## src/rtl/script_token_lexer_defines.svh

```systemverilog
// ----------------------------------------------------------------------------
// Script token lexer assertion macros
// Shared assertion wrappers; they compile to nothing when SYNTH is defined.
// ----------------------------------------------------------------------------
`ifndef SCRIPT_TOKEN_LEXER_DEFINES_SVH
`define SCRIPT_TOKEN_LEXER_DEFINES_SVH

`ifndef SYNTH
// Check that cons holds in the same cycle as ante
`define STL_ASSERT_SAME(label, clk, rst_n, ante, cons) \
    label: assert property (@(posedge clk) disable iff (!rst_n) (ante) |-> (cons)) \
        else $error("assertion failed: same-cycle implication");
// Check that cons holds in the cycle after ante
`define STL_ASSERT_NEXT(label, clk, rst_n, ante, cons) \
    label: assert property (@(posedge clk) disable iff (!rst_n) (ante) |=> (cons)) \
        else $error("assertion failed: next-cycle implication");
`else
`define STL_ASSERT_SAME(label, clk, rst_n, ante, cons)
`define STL_ASSERT_NEXT(label, clk, rst_n, ante, cons)
`endif

`endif

```

## src/rtl/stl_pkg.sv

```systemverilog
// ----------------------------------------------------------------------------
// Script token lexer package
// Token record types, character codes, keyword matcher and operator decoder.
// ----------------------------------------------------------------------------
`default_nettype none

package stl_pkg;

    // Fixed field widths
    localparam int CH_W    = 8;
    localparam int CODE_W  = 8;
    localparam int START_W = 16;
    localparam int LEN_W   = 8;
    localparam int KW_W    = 4;

    // Parameter defaults
    localparam int POS_BITS_DEF    = 16;
    localparam int LEN_MAX_DEF     = 255;
    localparam int QUEUE_DEPTH_DEF = 4;

    // Token kinds
    typedef enum logic [2:0] {
        K_OP   = 3'd0,
        K_KW   = 3'd1,
        K_ID   = 3'd2,
        K_INT  = 3'd3,
        K_REAL = 3'd4,
        K_STR  = 3'd5,
        K_SYM  = 3'd6,
        K_END  = 3'd7
    } t_kind;

    // Scanner modes
    typedef enum logic [2:0] {
        M_IDLE  = 3'd0,
        M_OPER  = 3'd1,
        M_IDENT = 3'd2,
        M_INT   = 3'd3,
        M_REAL  = 3'd4,
        M_STR   = 3'd5
    } t_mode;

    // Operator codes
    localparam logic [CODE_W-1:0] OP_ASSIGN = 8'd0;
    localparam logic [CODE_W-1:0] OP_EQ     = 8'd1;
    localparam logic [CODE_W-1:0] OP_SET    = 8'd2;
    localparam logic [CODE_W-1:0] OP_PLUS   = 8'd3;
    localparam logic [CODE_W-1:0] OP_ARROW  = 8'd4;
    localparam logic [CODE_W-1:0] OP_MINUS  = 8'd5;
    localparam logic [CODE_W-1:0] OP_MUL    = 8'd6;
    localparam logic [CODE_W-1:0] OP_DIV    = 8'd7;
    localparam logic [CODE_W-1:0] OP_NE     = 8'd8;
    localparam logic [CODE_W-1:0] OP_NOT    = 8'd9;
    localparam logic [CODE_W-1:0] OP_GE     = 8'd10;
    localparam logic [CODE_W-1:0] OP_GT     = 8'd11;
    localparam logic [CODE_W-1:0] OP_LT     = 8'd12;
    localparam logic [CODE_W-1:0] OP_LARROW = 8'd13;
    localparam logic [CODE_W-1:0] OP_LE     = 8'd14;
    localparam logic [CODE_W-1:0] OP_OR     = 8'd15;
    localparam logic [CODE_W-1:0] OP_AND    = 8'd16;

    // Keyword codes
    localparam logic [CODE_W-1:0] KWC_TRUE  = 8'd0;
    localparam logic [CODE_W-1:0] KWC_FALSE = 8'd1;
    localparam logic [CODE_W-1:0] KWC_NIL   = 8'd2;
    localparam logic [CODE_W-1:0] CODE_NONE = 8'd0;

    // Keyword matcher states: dead, then one run per keyword
    localparam logic [KW_W-1:0] KW_DEAD       = 4'd0;
    localparam logic [KW_W-1:0] KW_TRUE_BASE  = 4'd1;
    localparam logic [KW_W-1:0] KW_TRUE_DONE  = 4'd4;
    localparam logic [KW_W-1:0] KW_FALSE_BASE = 4'd5;
    localparam logic [KW_W-1:0] KW_FALSE_DONE = 4'd9;
    localparam logic [KW_W-1:0] KW_NIL_BASE   = 4'd10;
    localparam logic [KW_W-1:0] KW_NIL_DONE   = 4'd12;

    // Character codes
    localparam logic [CH_W-1:0] CH_NUL   = 8'h00;
    localparam logic [CH_W-1:0] CH_QUOTE = 8'h22;
    localparam logic [CH_W-1:0] CH_DOT   = 8'h2E;
    localparam logic [CH_W-1:0] CH_COLON = 8'h3A;
    localparam logic [CH_W-1:0] CH_EQ    = 8'h3D;
    localparam logic [CH_W-1:0] CH_MINUS = 8'h2D;
    localparam logic [CH_W-1:0] CH_BANG  = 8'h21;
    localparam logic [CH_W-1:0] CH_GT    = 8'h3E;
    localparam logic [CH_W-1:0] CH_LT    = 8'h3C;
    localparam logic [CH_W-1:0] CH_PIPE  = 8'h7C;
    localparam logic [CH_W-1:0] CH_AMP   = 8'h26;
    localparam logic [CH_W-1:0] CH_PLUS  = 8'h2B;
    localparam logic [CH_W-1:0] CH_STAR  = 8'h2A;
    localparam logic [CH_W-1:0] CH_SLASH = 8'h2F;

    // One token record
    typedef struct packed {
        t_kind               kind;
        logic [CODE_W-1:0]   code;
        logic [START_W-1:0]  start;
        logic [LEN_W-1:0]    len;
        logic                space;
    } t_rec;

    // One queue entry: the records caused by one byte
    typedef struct packed {
        t_rec rec_a;
        t_rec rec_b;
        logic has_b;
    } t_entry;

    // Resolved pending operator
    typedef struct packed {
        t_kind             kind;
        logic [CODE_W-1:0] code;
        logic              two;
    } t_op_res;

    function automatic logic is_alpha(input logic [CH_W-1:0] c);
        return (c >= 8'h61 && c <= 8'h7A) || (c >= 8'h41 && c <= 8'h5A);
    endfunction

    function automatic logic is_digit(input logic [CH_W-1:0] c);
        return c >= 8'h30 && c <= 8'h39;
    endfunction

    function automatic logic is_space(input logic [CH_W-1:0] c);
        return c == 8'h20 || (c >= 8'h09 && c <= 8'h0D);
    endfunction

    function automatic logic is_op_start(input logic [CH_W-1:0] c);
        return c == CH_COLON || c == CH_EQ || c == CH_MINUS || c == CH_BANG ||
               c == CH_GT || c == CH_LT || c == CH_PIPE || c == CH_AMP;
    endfunction

    // First letter of a possible keyword
    function automatic logic [KW_W-1:0] kw_first(input logic [CH_W-1:0] c);
        logic [KW_W-1:0] s;
        s = KW_DEAD;
        if (c == 8'h74) s = KW_TRUE_BASE;
        else if (c == 8'h66) s = KW_FALSE_BASE;
        else if (c == 8'h6E) s = KW_NIL_BASE;
        return s;
    endfunction

    // Advance the keyword matcher by one letter
    function automatic logic [KW_W-1:0] kw_next(input logic [KW_W-1:0] s,
                                                 input logic [CH_W-1:0] c);
        logic [CH_W-1:0] want;
        logic            live;
        want = CH_NUL;
        live = 1'b1;
        unique case (s)
            KW_TRUE_BASE:         want = 8'h72; // r
            KW_TRUE_BASE + 4'd1:  want = 8'h75; // u
            KW_TRUE_BASE + 4'd2:  want = 8'h65; // e
            KW_FALSE_BASE:        want = 8'h61; // a
            KW_FALSE_BASE + 4'd1: want = 8'h6C; // l
            KW_FALSE_BASE + 4'd2: want = 8'h73; // s
            KW_FALSE_BASE + 4'd3: want = 8'h65; // e
            KW_NIL_BASE:          want = 8'h69; // i
            KW_NIL_BASE + 4'd1:   want = 8'h6C; // l
            default:              live = 1'b0;
        endcase
        return (live && c == want) ? s + 4'd1 : KW_DEAD;
    endfunction

    // Decide a pending operator byte against the byte after it
    function automatic t_op_res op_resolve(input logic [CH_W-1:0] c,
                                           input logic [CH_W-1:0] b);
        t_op_res r;
        r.kind = K_OP;
        r.code = c;
        r.two  = 1'b0;
        unique case (c)
            CH_COLON: begin
                if (b == CH_EQ) begin
                    r.code = OP_ASSIGN;
                    r.two  = 1'b1;
                end else begin
                    r.kind = K_SYM;
                end
            end
            CH_EQ: begin
                r.two  = (b == CH_EQ);
                r.code = r.two ? OP_EQ : OP_SET;
            end
            CH_MINUS: begin
                r.two  = (b == CH_GT);
                r.code = r.two ? OP_ARROW : OP_MINUS;
            end
            CH_BANG: begin
                r.two  = (b == CH_EQ);
                r.code = r.two ? OP_NE : OP_NOT;
            end
            CH_GT: begin
                r.two  = (b == CH_EQ);
                r.code = r.two ? OP_GE : OP_GT;
            end
            CH_LT: begin
                if (b == CH_EQ) begin
                    r.code = OP_LE;
                    r.two  = 1'b1;
                end else if (b == CH_MINUS) begin
                    r.code = OP_LARROW;
                    r.two  = 1'b1;
                end else begin
                    r.code = OP_LT;
                end
            end
            CH_PIPE: begin
                if (b == CH_PIPE) begin
                    r.code = OP_OR;
                    r.two  = 1'b1;
                end else begin
                    r.kind = K_SYM;
                end
            end
            CH_AMP: begin
                if (b == CH_AMP) begin
                    r.code = OP_AND;
                    r.two  = 1'b1;
                end else begin
                    r.kind = K_SYM;
                end
            end
            default: r.kind = K_SYM;
        endcase
        return r;
    endfunction

endpackage

`default_nettype wire

```

## src/rtl/stl_queue.sv

```systemverilog
// ----------------------------------------------------------------------------
// Script token lexer record queue
// Short FIFO of per-byte record bundles between scanner and output stage.
// ----------------------------------------------------------------------------
`default_nettype none

module stl_queue
    import stl_pkg::*;
#(
    parameter int DEPTH = QUEUE_DEPTH_DEF
) (
    input  wire logic   i_clk,
    input  wire logic   i_rst_n,
    input  wire logic   i_push,
    input  wire t_entry i_wdata,
    input  wire logic   i_pop,
    output t_entry      o_rdata,
    output logic        o_full,
    output logic        o_empty
);

    localparam int PTR_W = (DEPTH > 1) ? $clog2(DEPTH) : 1;
    localparam int CNT_W = $clog2(DEPTH + 1);

    t_entry             r_mem [DEPTH];
    logic [PTR_W-1:0]   r_wr, n_wr;
    logic [PTR_W-1:0]   r_rd, n_rd;
    logic [CNT_W-1:0]   r_cnt, n_cnt;
    logic               do_push, do_pop;

    assign o_full  = (r_cnt == CNT_W'(DEPTH));
    assign o_empty = (r_cnt == '0);
    assign o_rdata = r_mem[r_rd];
    assign do_push = i_push && !o_full;
    assign do_pop  = i_pop && !o_empty;

    // Advance pointers and fill count
    always_comb begin
        n_wr  = r_wr;
        n_rd  = r_rd;
        n_cnt = r_cnt;
        if (do_push) n_wr = (r_wr == PTR_W'(DEPTH - 1)) ? '0 : r_wr + 1'b1;
        if (do_pop)  n_rd = (r_rd == PTR_W'(DEPTH - 1)) ? '0 : r_rd + 1'b1;
        if (do_push && !do_pop) n_cnt = r_cnt + 1'b1;
        else if (do_pop && !do_push) n_cnt = r_cnt - 1'b1;
    end

    always_ff @(posedge i_clk) begin
        if (!i_rst_n) begin
            r_wr  <= '0;
            r_rd  <= '0;
            r_cnt <= '0;
        end else begin
            r_wr  <= n_wr;
            r_rd  <= n_rd;
            r_cnt <= n_cnt;
        end
    end

    // Store the bundle
    always_ff @(posedge i_clk) begin
        if (do_push) r_mem[r_wr] <= i_wdata;
    end

endmodule

`default_nettype wire

```

## src/rtl/stl_front.sv

```systemverilog
// ----------------------------------------------------------------------------
// Script token lexer scanner
// Takes one byte per cycle while the queue is not full, tracks the scan mode and builds token records.
// ----------------------------------------------------------------------------
`default_nettype none

module stl_front
    import stl_pkg::*;
#(
    parameter int POS_BITS = POS_BITS_DEF,
    parameter int LEN_MAX  = LEN_MAX_DEF
) (
    input  wire logic              i_clk,
    input  wire logic              i_rst_n,
    input  wire logic              i_valid,
    input  wire logic [CH_W-1:0]   i_ch,
    output logic                   o_ready,
    input  wire logic              i_full,
    output logic                   o_push,
    output t_entry                 o_entry,
    output logic                   o_done
);

    localparam int              LEN_CAP_I = (LEN_MAX < 255) ? LEN_MAX : 255;
    localparam logic [LEN_W-1:0] LEN_CAP  = LEN_W'(LEN_CAP_I);

    t_mode                 r_mode, n_mode;
    logic [CH_W-1:0]       r_pend, n_pend;
    logic [POS_BITS-1:0]   r_pos;
    logic [START_W-1:0]    r_start, n_start;
    logic [LEN_W-1:0]      r_len, n_len;
    logic                  r_saw, n_saw;
    logic [KW_W-1:0]       r_kw, n_kw;
    logic                  r_done, n_done;

    logic                  accept;
    logic                  used;
    logic                  e0, e1;
    t_rec                  rec0, rec1;
    t_op_res               opr;
    logic [START_W-1:0]    pos_s, pos_nx;
    logic [LEN_W-1:0]      len_up;

    assign o_ready = r_done || !i_full;
    assign accept  = i_valid && o_ready;
    assign o_done  = r_done;
    assign pos_s   = START_W'(r_pos);
    assign pos_nx  = START_W'(POS_BITS'(r_pos + 1'b1));
    assign len_up  = (r_len < LEN_CAP) ? r_len + 1'b1 : r_len;
    assign opr     = op_resolve(r_pend, i_ch);

    // Finish the token in progress, then handle the byte on its own
    always_comb begin
        n_mode  = r_mode;
        n_pend  = r_pend;
        n_start = r_start;
        n_len   = r_len;
        n_kw    = r_kw;
        n_done  = r_done;
        used    = 1'b0;
        e0      = 1'b0;
        e1      = 1'b0;
        rec0    = '0;
        rec1    = '0;
        rec0.start = r_start;
        rec0.len   = r_len;
        rec0.space = r_saw;

        unique case (r_mode)
            M_OPER: begin
                e0        = 1'b1;
                rec0.kind = opr.kind;
                rec0.code = opr.code;
                rec0.len  = opr.two ? 8'd2 : 8'd1;
                n_mode    = M_IDLE;
                used      = opr.two;
            end
            M_IDENT: begin
                if (is_alpha(i_ch) || is_digit(i_ch)) begin
                    n_len = len_up;
                    n_kw  = kw_next(r_kw, i_ch);
                    used  = 1'b1;
                end else begin
                    e0        = 1'b1;
                    rec0.kind = K_KW;
                    if (r_kw == KW_TRUE_DONE) rec0.code = KWC_TRUE;
                    else if (r_kw == KW_FALSE_DONE) rec0.code = KWC_FALSE;
                    else if (r_kw == KW_NIL_DONE) rec0.code = KWC_NIL;
                    else rec0.kind = K_ID;
                    n_mode = M_IDLE;
                end
            end
            M_INT: begin
                if (is_digit(i_ch)) begin
                    n_len = len_up;
                    used  = 1'b1;
                end else if (i_ch == CH_DOT) begin
                    n_len  = len_up;
                    n_mode = M_REAL;
                    used   = 1'b1;
                end else begin
                    e0        = 1'b1;
                    rec0.kind = K_INT;
                    n_mode    = M_IDLE;
                end
            end
            M_REAL: begin
                if (is_digit(i_ch)) begin
                    n_len = len_up;
                    used  = 1'b1;
                end else begin
                    e0        = 1'b1;
                    rec0.kind = K_REAL;
                    n_mode    = M_IDLE;
                end
            end
            M_STR: begin
                if (i_ch == CH_NUL) begin
                    e0        = 1'b1;
                    rec0.kind = K_STR;
                    n_mode    = M_IDLE;
                end else if (i_ch == CH_QUOTE) begin
                    e0        = 1'b1;
                    rec0.kind = K_STR;
                    n_mode    = M_IDLE;
                    used      = 1'b1;
                end else begin
                    n_len = len_up;
                    used  = 1'b1;
                end
            end
            default: n_mode = M_IDLE;
        endcase

        // Byte not consumed by the token in progress
        rec1.kind  = K_SYM;
        rec1.code  = i_ch;
        rec1.start = pos_s;
        rec1.len   = 8'd1;
        rec1.space = e0 ? 1'b0 : r_saw;
        if (!used) begin
            if (i_ch == CH_NUL) begin
                e1        = 1'b1;
                rec1.kind = K_END;
                rec1.code = CODE_NONE;
                rec1.len  = '0;
                n_done    = 1'b1;
            end else if (is_space(i_ch)) begin
                e1 = 1'b0;
            end else if (is_alpha(i_ch)) begin
                n_mode  = M_IDENT;
                n_start = pos_s;
                n_len   = 8'd1;
                n_kw    = kw_first(i_ch);
            end else if (is_digit(i_ch)) begin
                n_mode  = M_INT;
                n_start = pos_s;
                n_len   = 8'd1;
            end else if (i_ch == CH_QUOTE) begin
                n_mode  = M_STR;
                n_start = pos_nx;
                n_len   = '0;
            end else if (is_op_start(i_ch)) begin
                n_mode  = M_OPER;
                n_pend  = i_ch;
                n_start = pos_s;
                n_len   = 8'd1;
            end else if (i_ch == CH_PLUS) begin
                e1        = 1'b1;
                rec1.kind = K_OP;
                rec1.code = OP_PLUS;
            end else if (i_ch == CH_STAR) begin
                e1        = 1'b1;
                rec1.kind = K_OP;
                rec1.code = OP_MUL;
            end else if (i_ch == CH_SLASH) begin
                e1        = 1'b1;
                rec1.kind = K_OP;
                rec1.code = OP_DIV;
            end else begin
                e1 = 1'b1;
            end
        end

        // Set on skipped whitespace, else clear on any record
        if (!used && is_space(i_ch)) n_saw = 1'b1;
        else if (e0 || e1) n_saw = 1'b0;
        else n_saw = r_saw;
    end

    // Pack the bundle: lone second record moves into the first slot
    always_comb begin
        o_entry.rec_a = e0 ? rec0 : rec1;
        o_entry.rec_b = rec1;
        o_entry.has_b = e0 && e1;
        o_push        = accept && !r_done && (e0 || e1);
    end

    always_ff @(posedge i_clk) begin
        if (!i_rst_n) begin
            r_mode  <= M_IDLE;
            r_pend  <= '0;
            r_pos   <= '0;
            r_start <= '0;
            r_len   <= '0;
            r_saw   <= 1'b0;
            r_kw    <= KW_DEAD;
            r_done  <= 1'b0;
        end else if (accept && !r_done) begin
            r_mode  <= n_mode;
            r_pend  <= n_pend;
            r_pos   <= r_pos + 1'b1;
            r_start <= n_start;
            r_len   <= n_len;
            r_saw   <= n_saw;
            r_kw    <= n_kw;
            r_done  <= n_done;
        end
    end

endmodule

`default_nettype wire

```

## src/rtl/stl_back.sv

```systemverilog
// ----------------------------------------------------------------------------
// Script token lexer output stage
// Pops record bundles and sends one record per transfer through a register.
// ----------------------------------------------------------------------------
`default_nettype none

module stl_back
    import stl_pkg::*;
(
    input  wire logic   i_clk,
    input  wire logic   i_rst_n,
    input  wire t_entry i_head,
    input  wire logic   i_empty,
    output logic        o_pop,
    output logic        o_valid,
    input  wire logic   i_ready,
    output t_rec        o_rec,
    output logic        o_last
);

    logic   r_valid, n_valid;
    logic   r_sel, n_sel;
    t_rec   r_rec, n_rec;
    logic   r_last, n_last;
    logic   load;

    assign load    = !r_valid || i_ready;
    assign o_valid = r_valid;
    assign o_rec   = r_rec;
    assign o_last  = r_last;

    // Load the next record whenever the output register frees up
    always_comb begin
        n_valid = r_valid;
        n_sel   = r_sel;
        n_rec   = r_rec;
        n_last  = r_last;
        o_pop   = 1'b0;
        if (load) begin
            n_valid = !i_empty;
            if (!i_empty) begin
                if (r_sel) begin
                    n_rec  = i_head.rec_b;
                    n_last = 1'b1;
                    n_sel  = 1'b0;
                    o_pop  = 1'b1;
                end else begin
                    n_rec  = i_head.rec_a;
                    n_last = !i_head.has_b;
                    n_sel  = i_head.has_b;
                    o_pop  = !i_head.has_b;
                end
            end
        end
    end

    always_ff @(posedge i_clk) begin
        if (!i_rst_n) begin
            r_valid <= 1'b0;
            r_sel   <= 1'b0;
        end else begin
            r_valid <= n_valid;
            r_sel   <= n_sel;
        end
    end

    // Hold payload
    always_ff @(posedge i_clk) begin
        r_rec  <= n_rec;
        r_last <= n_last;
    end

endmodule

`default_nettype wire

```

## src/rtl/script_token_lexer.sv

```systemverilog
// Path: a record is queued by the scanner, then loaded into the output register.
// Throughput: one byte per cycle in while the queue has room; one record per cycle
// out while the master side is ready, so the record queue absorbs two-record bytes.
// Reset: synchronous, active low; clears scan state, position, queue and output stage.
// Bytes after the end-of-input byte are taken and dropped until reset.
`default_nettype none

`include "script_token_lexer_defines.svh"

// ----------------------------------------------------------------------------
// Script token lexer
// Streaming tokenizer: scanner, record queue and output register.
// ----------------------------------------------------------------------------
module script_token_lexer
    import stl_pkg::*;
#(
    parameter int POS_BITS    = POS_BITS_DEF,
    parameter int LEN_MAX     = LEN_MAX_DEF,
    parameter int QUEUE_DEPTH = QUEUE_DEPTH_DEF
) (
    input  wire logic          i_clk,
    input  wire logic          i_rst_n,
    input  wire logic          s_axis_tvalid,
    output logic               s_axis_tready,
    input  wire logic [7:0]    s_axis_tdata,   // [7:0] ch
    output logic               m_axis_tvalid,
    input  wire logic          m_axis_tready,
    output logic [39:0]        m_axis_tdata,   // [7:0] token_code, [23:8] start_pos,
                                               // [31:24] token_len, [32] space_before
    output logic [2:0]         m_axis_tuser,   // [2:0] token_kind
    output logic               m_axis_tlast
);

    logic   q_push, q_pop, q_full, q_empty;
    logic   f_done;
    t_entry q_wdata, q_rdata;
    t_rec   out_rec;

    // Scanner
    stl_front #(
        .POS_BITS (POS_BITS),
        .LEN_MAX  (LEN_MAX)
    ) u_front (
        .i_clk   (i_clk),
        .i_rst_n (i_rst_n),
        .i_valid (s_axis_tvalid),
        .i_ch    (s_axis_tdata),
        .o_ready (s_axis_tready),
        .i_full  (q_full),
        .o_push  (q_push),
        .o_entry (q_wdata),
        .o_done  (f_done)
    );

    // Record queue
    stl_queue #(
        .DEPTH (QUEUE_DEPTH)
    ) u_queue (
        .i_clk   (i_clk),
        .i_rst_n (i_rst_n),
        .i_push  (q_push),
        .i_wdata (q_wdata),
        .i_pop   (q_pop),
        .o_rdata (q_rdata),
        .o_full  (q_full),
        .o_empty (q_empty)
    );

    // Output stage
    stl_back u_back (
        .i_clk   (i_clk),
        .i_rst_n (i_rst_n),
        .i_head  (q_rdata),
        .i_empty (q_empty),
        .o_pop   (q_pop),
        .o_valid (m_axis_tvalid),
        .i_ready (m_axis_tready),
        .o_rec   (out_rec),
        .o_last  (m_axis_tlast)
    );

    // Pack the record onto the master side
    assign m_axis_tdata = {7'b0, out_rec.space, out_rec.len, out_rec.start, out_rec.code};
    assign m_axis_tuser = out_rec.kind;

    // No record is queued once the end of input has been seen
    `STL_ASSERT_SAME(a_done_no_push, i_clk, i_rst_n, f_done, !q_push)
    // A full queue always has a head to drain
    `STL_ASSERT_SAME(a_full_not_empty, i_clk, i_rst_n, q_full, !q_empty)
    // The second record of a byte follows its first without a gap
    `STL_ASSERT_NEXT(a_pair_follows, i_clk, i_rst_n,
        m_axis_tvalid && m_axis_tready && !m_axis_tlast, m_axis_tvalid)

endmodule

`default_nettype wire
```

## config.mk

```make
export PLATFORM = sky130hd
export DESIGN_NAME = script_token_lexer
export DESIGN_NICKNAME = d
export VERILOG_FILES = /design/src/rtl/stl_pkg.sv /design/src/rtl/stl_queue.sv /design/src/rtl/stl_front.sv /design/src/rtl/stl_back.sv /design/src/rtl/script_token_lexer.sv
export VERILOG_INCLUDE_DIRS = /design/src /design/src/rtl
export SDC_FILE = /design/constraint.sdc
export NUM_CORES = 1
export LEC_CHECK = 0
export BUFFER_PORTS_ARGS = -buffer_cell sky130_fd_sc_hd__buf_2
export CAP_MARGIN = 15
export CORE_UTILIZATION = 54
export CTS_CLUSTER_DIAMETER = 50
export DETAILED_ROUTE_END_ITERATION = 16
export HOLD_SLACK_MARGIN = 0.02
export PLACE_DENSITY_LB_ADDON = 0.12
export RECOVER_POWER = 100
export SYNTH_ARGS = -nofsm -noshare
export SYNTH_HDL_FRONTEND = slang
export SYNTH_SLANG_ARGS = --single-unit
```

## constraint.sdc

```tcl
create_clock -name i_clk -period 5.7 [get_ports i_clk]
set_clock_uncertainty 0.2 [all_clocks]
set_input_delay 0.57 -clock i_clk [delete_from_list [all_inputs] [get_ports i_clk]]
set_output_delay 0.57 -clock i_clk [all_outputs]
set_load 0.02 [all_outputs]
```

==> impl_results.md, run 1 <==
* Core area at 0.0290 sq mm
* Slew at the pin with the worst max-slew slack at 2630 ps
* Post-synthesis sequential area ratio at 64.0%
* DR vias at 9473
* Count of final hold-check violations at 0
* Maximum fanout along the worst path at 47
* Power density cells at 430 mW/mm^2
* Final wirelength at around 34000 microns
* Area occupied by multi-input gates at between 0.005 and 0.006 sq mm
* Most common cell after layout, fill and taps aside: edfxtp_1
* FF+latch area at roughly 0.01 sq mm
* CP endpoint kind: flip-flop
* First-pass GRT wire length at 54700 microns
* Global Route met1 Usage at between 30% and 40%
* Crit path launch type: primary input
* Synth cell types at 83
* Synth warnings at 0
* Final slew viol count at 120
* Final worst-path cycle share at 79.3%
* Min cycle time layout at between 4000 and 5000 ps
* Longest Clk Path Bufs at 3
* TNS Setup at 0 ps
* Worst R2R Path Depth at 9
* Flops & latches, synth at between 300 and 400
* Post-synth ARST share at 0%
* Detail Placement HPWL at 20700 microns
* Synthesized area per cell at between 10 and 15 sq um
* First-pass DRT Iterations at 5
* Gp weighted congestion at just over 0.9
* Routed vias/inst at between 5 and 6
* EDFF count, synth at slightly below 300
* # nets final at around 1200
* CTS root buf: clkbuf_16
* CTS resizes at 0
* DRT iter0 DRCs at roughly 670
* Fin Hold WS at between 100 and 150 ps
* Num CTS Buffers at 42
* Most frequent cells in the layout: edfxtp_1, nand2_1, nor2_1
* Final setup viols at 0
* Io pins at 58
* WL per Instance at roughly 22 microns
* Gate Count Post-Synth at between 1000 and 1500
* # clock sinks at approximately 370
* Synth Flop Type: edfxtp_1
* Buffers on Ports at 50
* Hold-fix buffer count after cts at 0
* Antenna cell count at 0
* Required time of the critical path at around 5500 ps
* Initial antenna violation count at 0
* RSZ-0062 raised after global routing: false
* Hold Path Class: in -> reg
* Worst Path Arrival at between 4000 and 5000 ps
* H-tree depth at 2
* Critical path class: in -> reg
* Share of layout cells above drive strength 1 at around 16%
* All-Layer GR Usage at between 20% and 30%
* Ranking of synthesized cells by area: edfxtp_1, mux4_2, dfxtp_1
* Peak VDD IR at roughly 540 uV
* Synthesized area at roughly 0.016 sq mm
* DRC at 0
* Detail Route Antenna Nets at 0
* Fill cells at about 2300
* M2 GR Usage at between 30% and 40%
* Status: finished, violations left
* Slew headroom at -75.1%
* GR peak layer: met2
* Worst skew pair latency at between 500 and 600 ps
* Largest net degree at the start of global routing at 65
* Achievable Freq at approximately 0.22 GHz
* Global route overflow at 0
* Max-capacitance violation count at 3
* Die Width at 175 microns
* Die Area at 0.0305 sq mm
* Synth-to-Final Area Change at 11.0%
* Met3 Use GR at about 3.9%
* Post-CTS Setup Inserts at 0
* TritonCTS clock tree: done
* Synth top area share at roughly 56%
* Starting Density at 55.4%
* Worst-path clk slew at 60 ps
* Vias in the first global route at roughly 9500
* WHS Path Cells at 3
* Leading area contributor after synthesis: edfxtp_1
* Core Rows at 62
* P_leak at ~5.7 nW
* Failing checks: max-capacitance violations, max-slew violations
* DIE HEIGHT at between 150 and 200 microns
[power by group]
part | switching [W] | total [W] | internal, W
combinational | 0.000931 | 0.00160 | 0.000667
clock | 0.00108 | 0.00260 | 0.00153
sequential | 0.000153 | 0.00348 | 0.00333
total | 0.00216 | 0.00768 | 0.00552
[area by class of cell]
type,count,share of cell area [%]
Multi-Input combinational cell,667,29.8
Tap cell,384,2.69
Sequential cell,365,57.7
Inverter,23,0.491
Timing Repair Buffer,67,1.75
Clock inverter,25,1.35
Clock buffer,50,6.30
[synthesized netlist by cell type (all sizes together) (3+ instances only)]
cell type  count
a211oi        28
a21o           3
a21oi         41
a221o          3
a22o           4
a31oi          6
and2           7
and3          16
and4           3
buf           39
clkbuf        45
dfxtp         68
edfxtp       297
ha            12
inv           22
mux2          28
mux2i         12
mux4          65
nand2         96
nand2b         8
nand3         32
nand3b         3
nand4         13
nand4b         4
nor2          69
nor2b         24
nor3          17
nor3b          3
nor4          10
nor4b          4
o2111ai        3
o21a           3
o21ai         37
o22ai          3
o311ai         3
o31ai          4
or2            6
or3           15
or3b           3
or4            8
xnor2         15
xor2          16
[worst max-delay path, cell delays in order]
cell and delay (ps):
clkbuf_1 630, nor4bb_1 400, clkbuf_1 360, nand2_1 300, a32oi_1 370, a22oi_1 140, buf_4 230, a31o_2 270
and3_2 220, clkbuf_2 760
[logic make-up after synthesis]
group / Yosys count / share of synthesized area, %
AOI/OAI and AO/OA: 164 / 7.10
xor gates and xnor gates: 31 / 1.69
adders and majority gates: 13 / 1.06
buffers and inverters: 108 / 3.04
DFF: 365 / 64.0
muxes: 105 / 11.8
other: 1 / 0.0233
and+or+nand+nor: 347 / 11.3
[sequential cells by signal (all words and copies together) (netlist names), 3 cells and up, named ones only]
name and cells:
u_back.o_rec 36, u_queue.r_mem 260, u_front.r_kw 4, u_front.r_len 8, u_front.r_mode 3, u_front.r_pend 8
u_front.r_start 16, u_front.pos_s 16, u_queue.r_cnt 3
[stage by stage]
step / power [W] / area [sq um] / utilization (%) / cells / worst slack (ps)
after CTS: 0.00782 / 18000 / 62.0 / 1580 / 1840
after floorplan: 0.00471 / 16100 / - / 1140 / 1250
after detailed placement: 0.00520 / 16600 / 57.3 / 1505 / 1310
final: 0.00768 / 17800 / 61.5 / 1581 / 1180
after global placement: 0.00518 / 16600 / 57.3 / 1505 / 1300
after global routing: 0.00802 / 17800 / 61.5 / 1581 / 823
[path summary, 6_finish.rpt]
check                           slack (ps)                                to                              from
worst min-delay path                   150       u_front.o_done$_SDFFE_PN0P_                     s_axis_tvalid
worst max-delay path                  1180    u_queue.r_mem[0][15]$_DFFE_PP_                   s_axis_tdata[4]
worst min register to register         300  u_front.r_start[13]$_SDFFE_PN0P_  u_front.r_start[13]$_SDFFE_PN0P_
worst max register to register        1660    u_queue.r_mem[0][15]$_DFFE_PP_    u_front.r_mode[0]$_SDFFE_PN0P_
[per-layer routing]
| layer | share of wire (%) | vias to the layer above |
|---|---|---|
| met5 | 0 | - |
| met4 | 2.4 | 0 |
| met3 | 5.1 | 60 |
| met2 | 47 | 263 |
| met1 | 46 | 4735 |
| li1 | - | 4415 |
Note: power is estimated with default switching activity, not from simulation.
==> inputs of run 2 (changes only) <==
==> constraint.sdc (replaced) <==
create_clock -name i_clk -period 4.7 [get_ports i_clk]
set_clock_uncertainty 0.2 [all_clocks]
set_input_delay 0.47 -clock i_clk [delete_from_list [all_inputs] [get_ports i_clk]]
set_output_delay 0.47 -clock i_clk [all_outputs]
set_load 0.02 [all_outputs]
==> impl_results.md, run 2 (same netlist as run 1, synthesis figures left out) <==
* Worst-path clk slew at approximately 60 ps
* First-pass GRT wire length at between 50000 and 60000 microns
* Critical path class: in -> reg
* Detail Placement HPWL at approximately 21000 microns
* Most frequent cells in the layout: edfxtp_1, nand2_1, nor2_1
* Post-CTS Setup Inserts at 0
* CP endpoint kind: flip-flop
* Achievable Freq at roughly 0.24 GHz
* Die Area at 0.0305 sq mm
* Crit path launch type: primary input
* Peak VDD IR at about 630 uV
* Power density cells at a little over 500 mW/mm^2
* Core area at between 0.02 and 0.03 sq mm
* Io pins at 58
* Longest Clk Path Bufs at 3
* Core Rows at just over 60
* M2 GR Usage at 35.6%
* Worst R2R Path Depth at 3
* TNS Setup at 0 ps
* Detail Route Antenna Nets at 0
* Global Route met1 Usage at 33.3%
* DRT iter0 DRCs at 746
* Share of layout cells above drive strength 1 at between 10% and 20%
* WL per Instance at roughly 21 microns
* TritonCTS clock tree: done
* Die Width at between 150 and 200 microns
* RSZ-0062 raised after global routing: false
* # clock sinks at between 300 and 400
* Num CTS Buffers at 40
* Final slew viol count at ~160
* Cell Area, Placed at ~0.017 sq mm
* Hold Path Class: in -> reg
* Slew headroom at -81.2%
* P_leak at ~5.7 nW
* All-Layer GR Usage at roughly 23%
* WHS Path Cells at 3
* Max reg flops at 260
* Post-layout util at 61.6%
* Gp weighted congestion at 0.942
* Final wirelength at ~34000 microns
* DR vias at between 9000 and 10000
* Count of final hold-check violations at 0
* Reg with most FFs: u_queue.r_mem
* Routed vias/inst at ~6.0
* Vias in the first global route at about 9300
* First-pass DRT Iterations at 5
* Slew at the pin with the worst max-slew slack at roughly 2700 ps
* Worst skew pair latency at 530 ps
* GR peak layer: met2
* Final setup viols at 0
* Global route overflow at 0
* H-tree depth at 2
* Worst Path Arrival at between 4000 and 5000 ps
* Met3 Use GR at under 10%
* Hold-fix buffer count after cts at 0
* Initial antenna violation count at 1
* Most used cell, CP: buf_4
* Critical-path cell list: clkbuf_1, nor4b_2, buf_4, nand4_1, o22ai_1, o41ai_1, and4_1, buf_4, nor2_1, a211oi_1
* CP max stage delay at about 1400 ps
* Synth-to-Final Area Change at 11.3%
* Final instance area at roughly 0.018 sq mm
* Fill cells at 2227
* Maximum fanout along the worst path at 32
* DIE HEIGHT at between 150 and 200 microns
* Max-capacitance violation count at 5
* CTS resizes at 0
* Min cycle time layout at 4110 ps
* CTS root buf: clkbuf_16
* Failing checks: max-capacitance violations, max-slew violations
* Largest net degree at the start of global routing at 65
* Most common cell after layout, fill and taps aside: edfxtp_1
* Required time of the critical path at between 4000 and 5000 ps
* DRC at 0
* # nets final at 1193
* Buffers on Ports at 50
* Crit-path slowest cell: o41ai_1
* Status: finished, violations left
* Starting Density at between 50% and 60%
* Final worst-path cycle share at between 80% and 90%
* Antenna cell count at 0
[run 2: changes by cell type in the layout (fill, tap and decap cells not counted), moves of 3 or more]
cell      previous run  this run
clkbuf_8             0         7
mux2_2              26        21
mux2_1               2         7
buf_4                5        11
inv_8                3         0
clkbuf_1            59        54
[run 2: area by class of cell]
cell class | count | area [sq um] | area share, %
clock inverter | 19 | 153 | 0.854
multi-input combinational | 667 | 5310 | 29.7
sequential | 365 | 10300 | 57.5
clock buffer | 55 | 1190 | 6.66
timing repair buffer | 71 | 369 | 2.06
inverter | 23 | 98.8 | 0.553
tap | 384 | 480 | 2.69
[run 2: path summary, 6_finish.rpt]
| kind | start | end | slack, ps |
|---|---|---|---|
| max | s_axis_tdata[4] | u_front.r_start[3]$_SDFFE_PN0P_ | 590 |
| min reg2reg | u_front.r_start[12]$_SDFFE_PN0P_ | u_front.r_start[12]$_SDFFE_PN0P_ | 300 |
| max reg2reg | flip-flop | u_back.o_rec[27]$_DFFE_PP_ | 810 |
| min | s_axis_tvalid | u_front.o_done$_SDFFE_PN0P_ | 40 |
[run 2: layer usage]
| layer | vias up | share of wire (%) |
|---|---|---|
| li1 | 4430 | - |
| met1 | 4782 | 46 |
| met5 | - | 0.038 |
| met4 | 2 | 1.9 |
| met2 | 284 | 46 |
| met3 | 53 | 5.6 |
[run 2: where the power goes]
part	internal [W]	switching, W	total, W	leakage, nW
combinational	0.000810	0.00114	0.00195	1.83
sequential	0.00403	0.000181	0.00421	3.26
clock	0.00184	0.00124	0.00309	0.656
[run 2: stage by stage]
stage | total power (W) | instances | setup slack, ps | hold WS (ps)
6_report | 0.00925 | 1584 | 591 | 43.8
5_1_grt | 0.00968 | 1584 | 345 | 56.0
4_1_cts | 0.00943 | 1584 | 960 | 24.5
3_5_place_dp | 0.00633 | 1510 | 670 | 291
3_3_place_gp | 0.00629 | 1510 | 716 | 286
2_1_floorplan | 0.00571 | 1140 | 350 | 240
[run 2: worst max-delay path: cells and delay by family]
family                 cells  cell delay (ps)
and+or+nand+nor            4              790
AOI/OAI and AO/OA          3             1800
buffers and inverters      3             1230
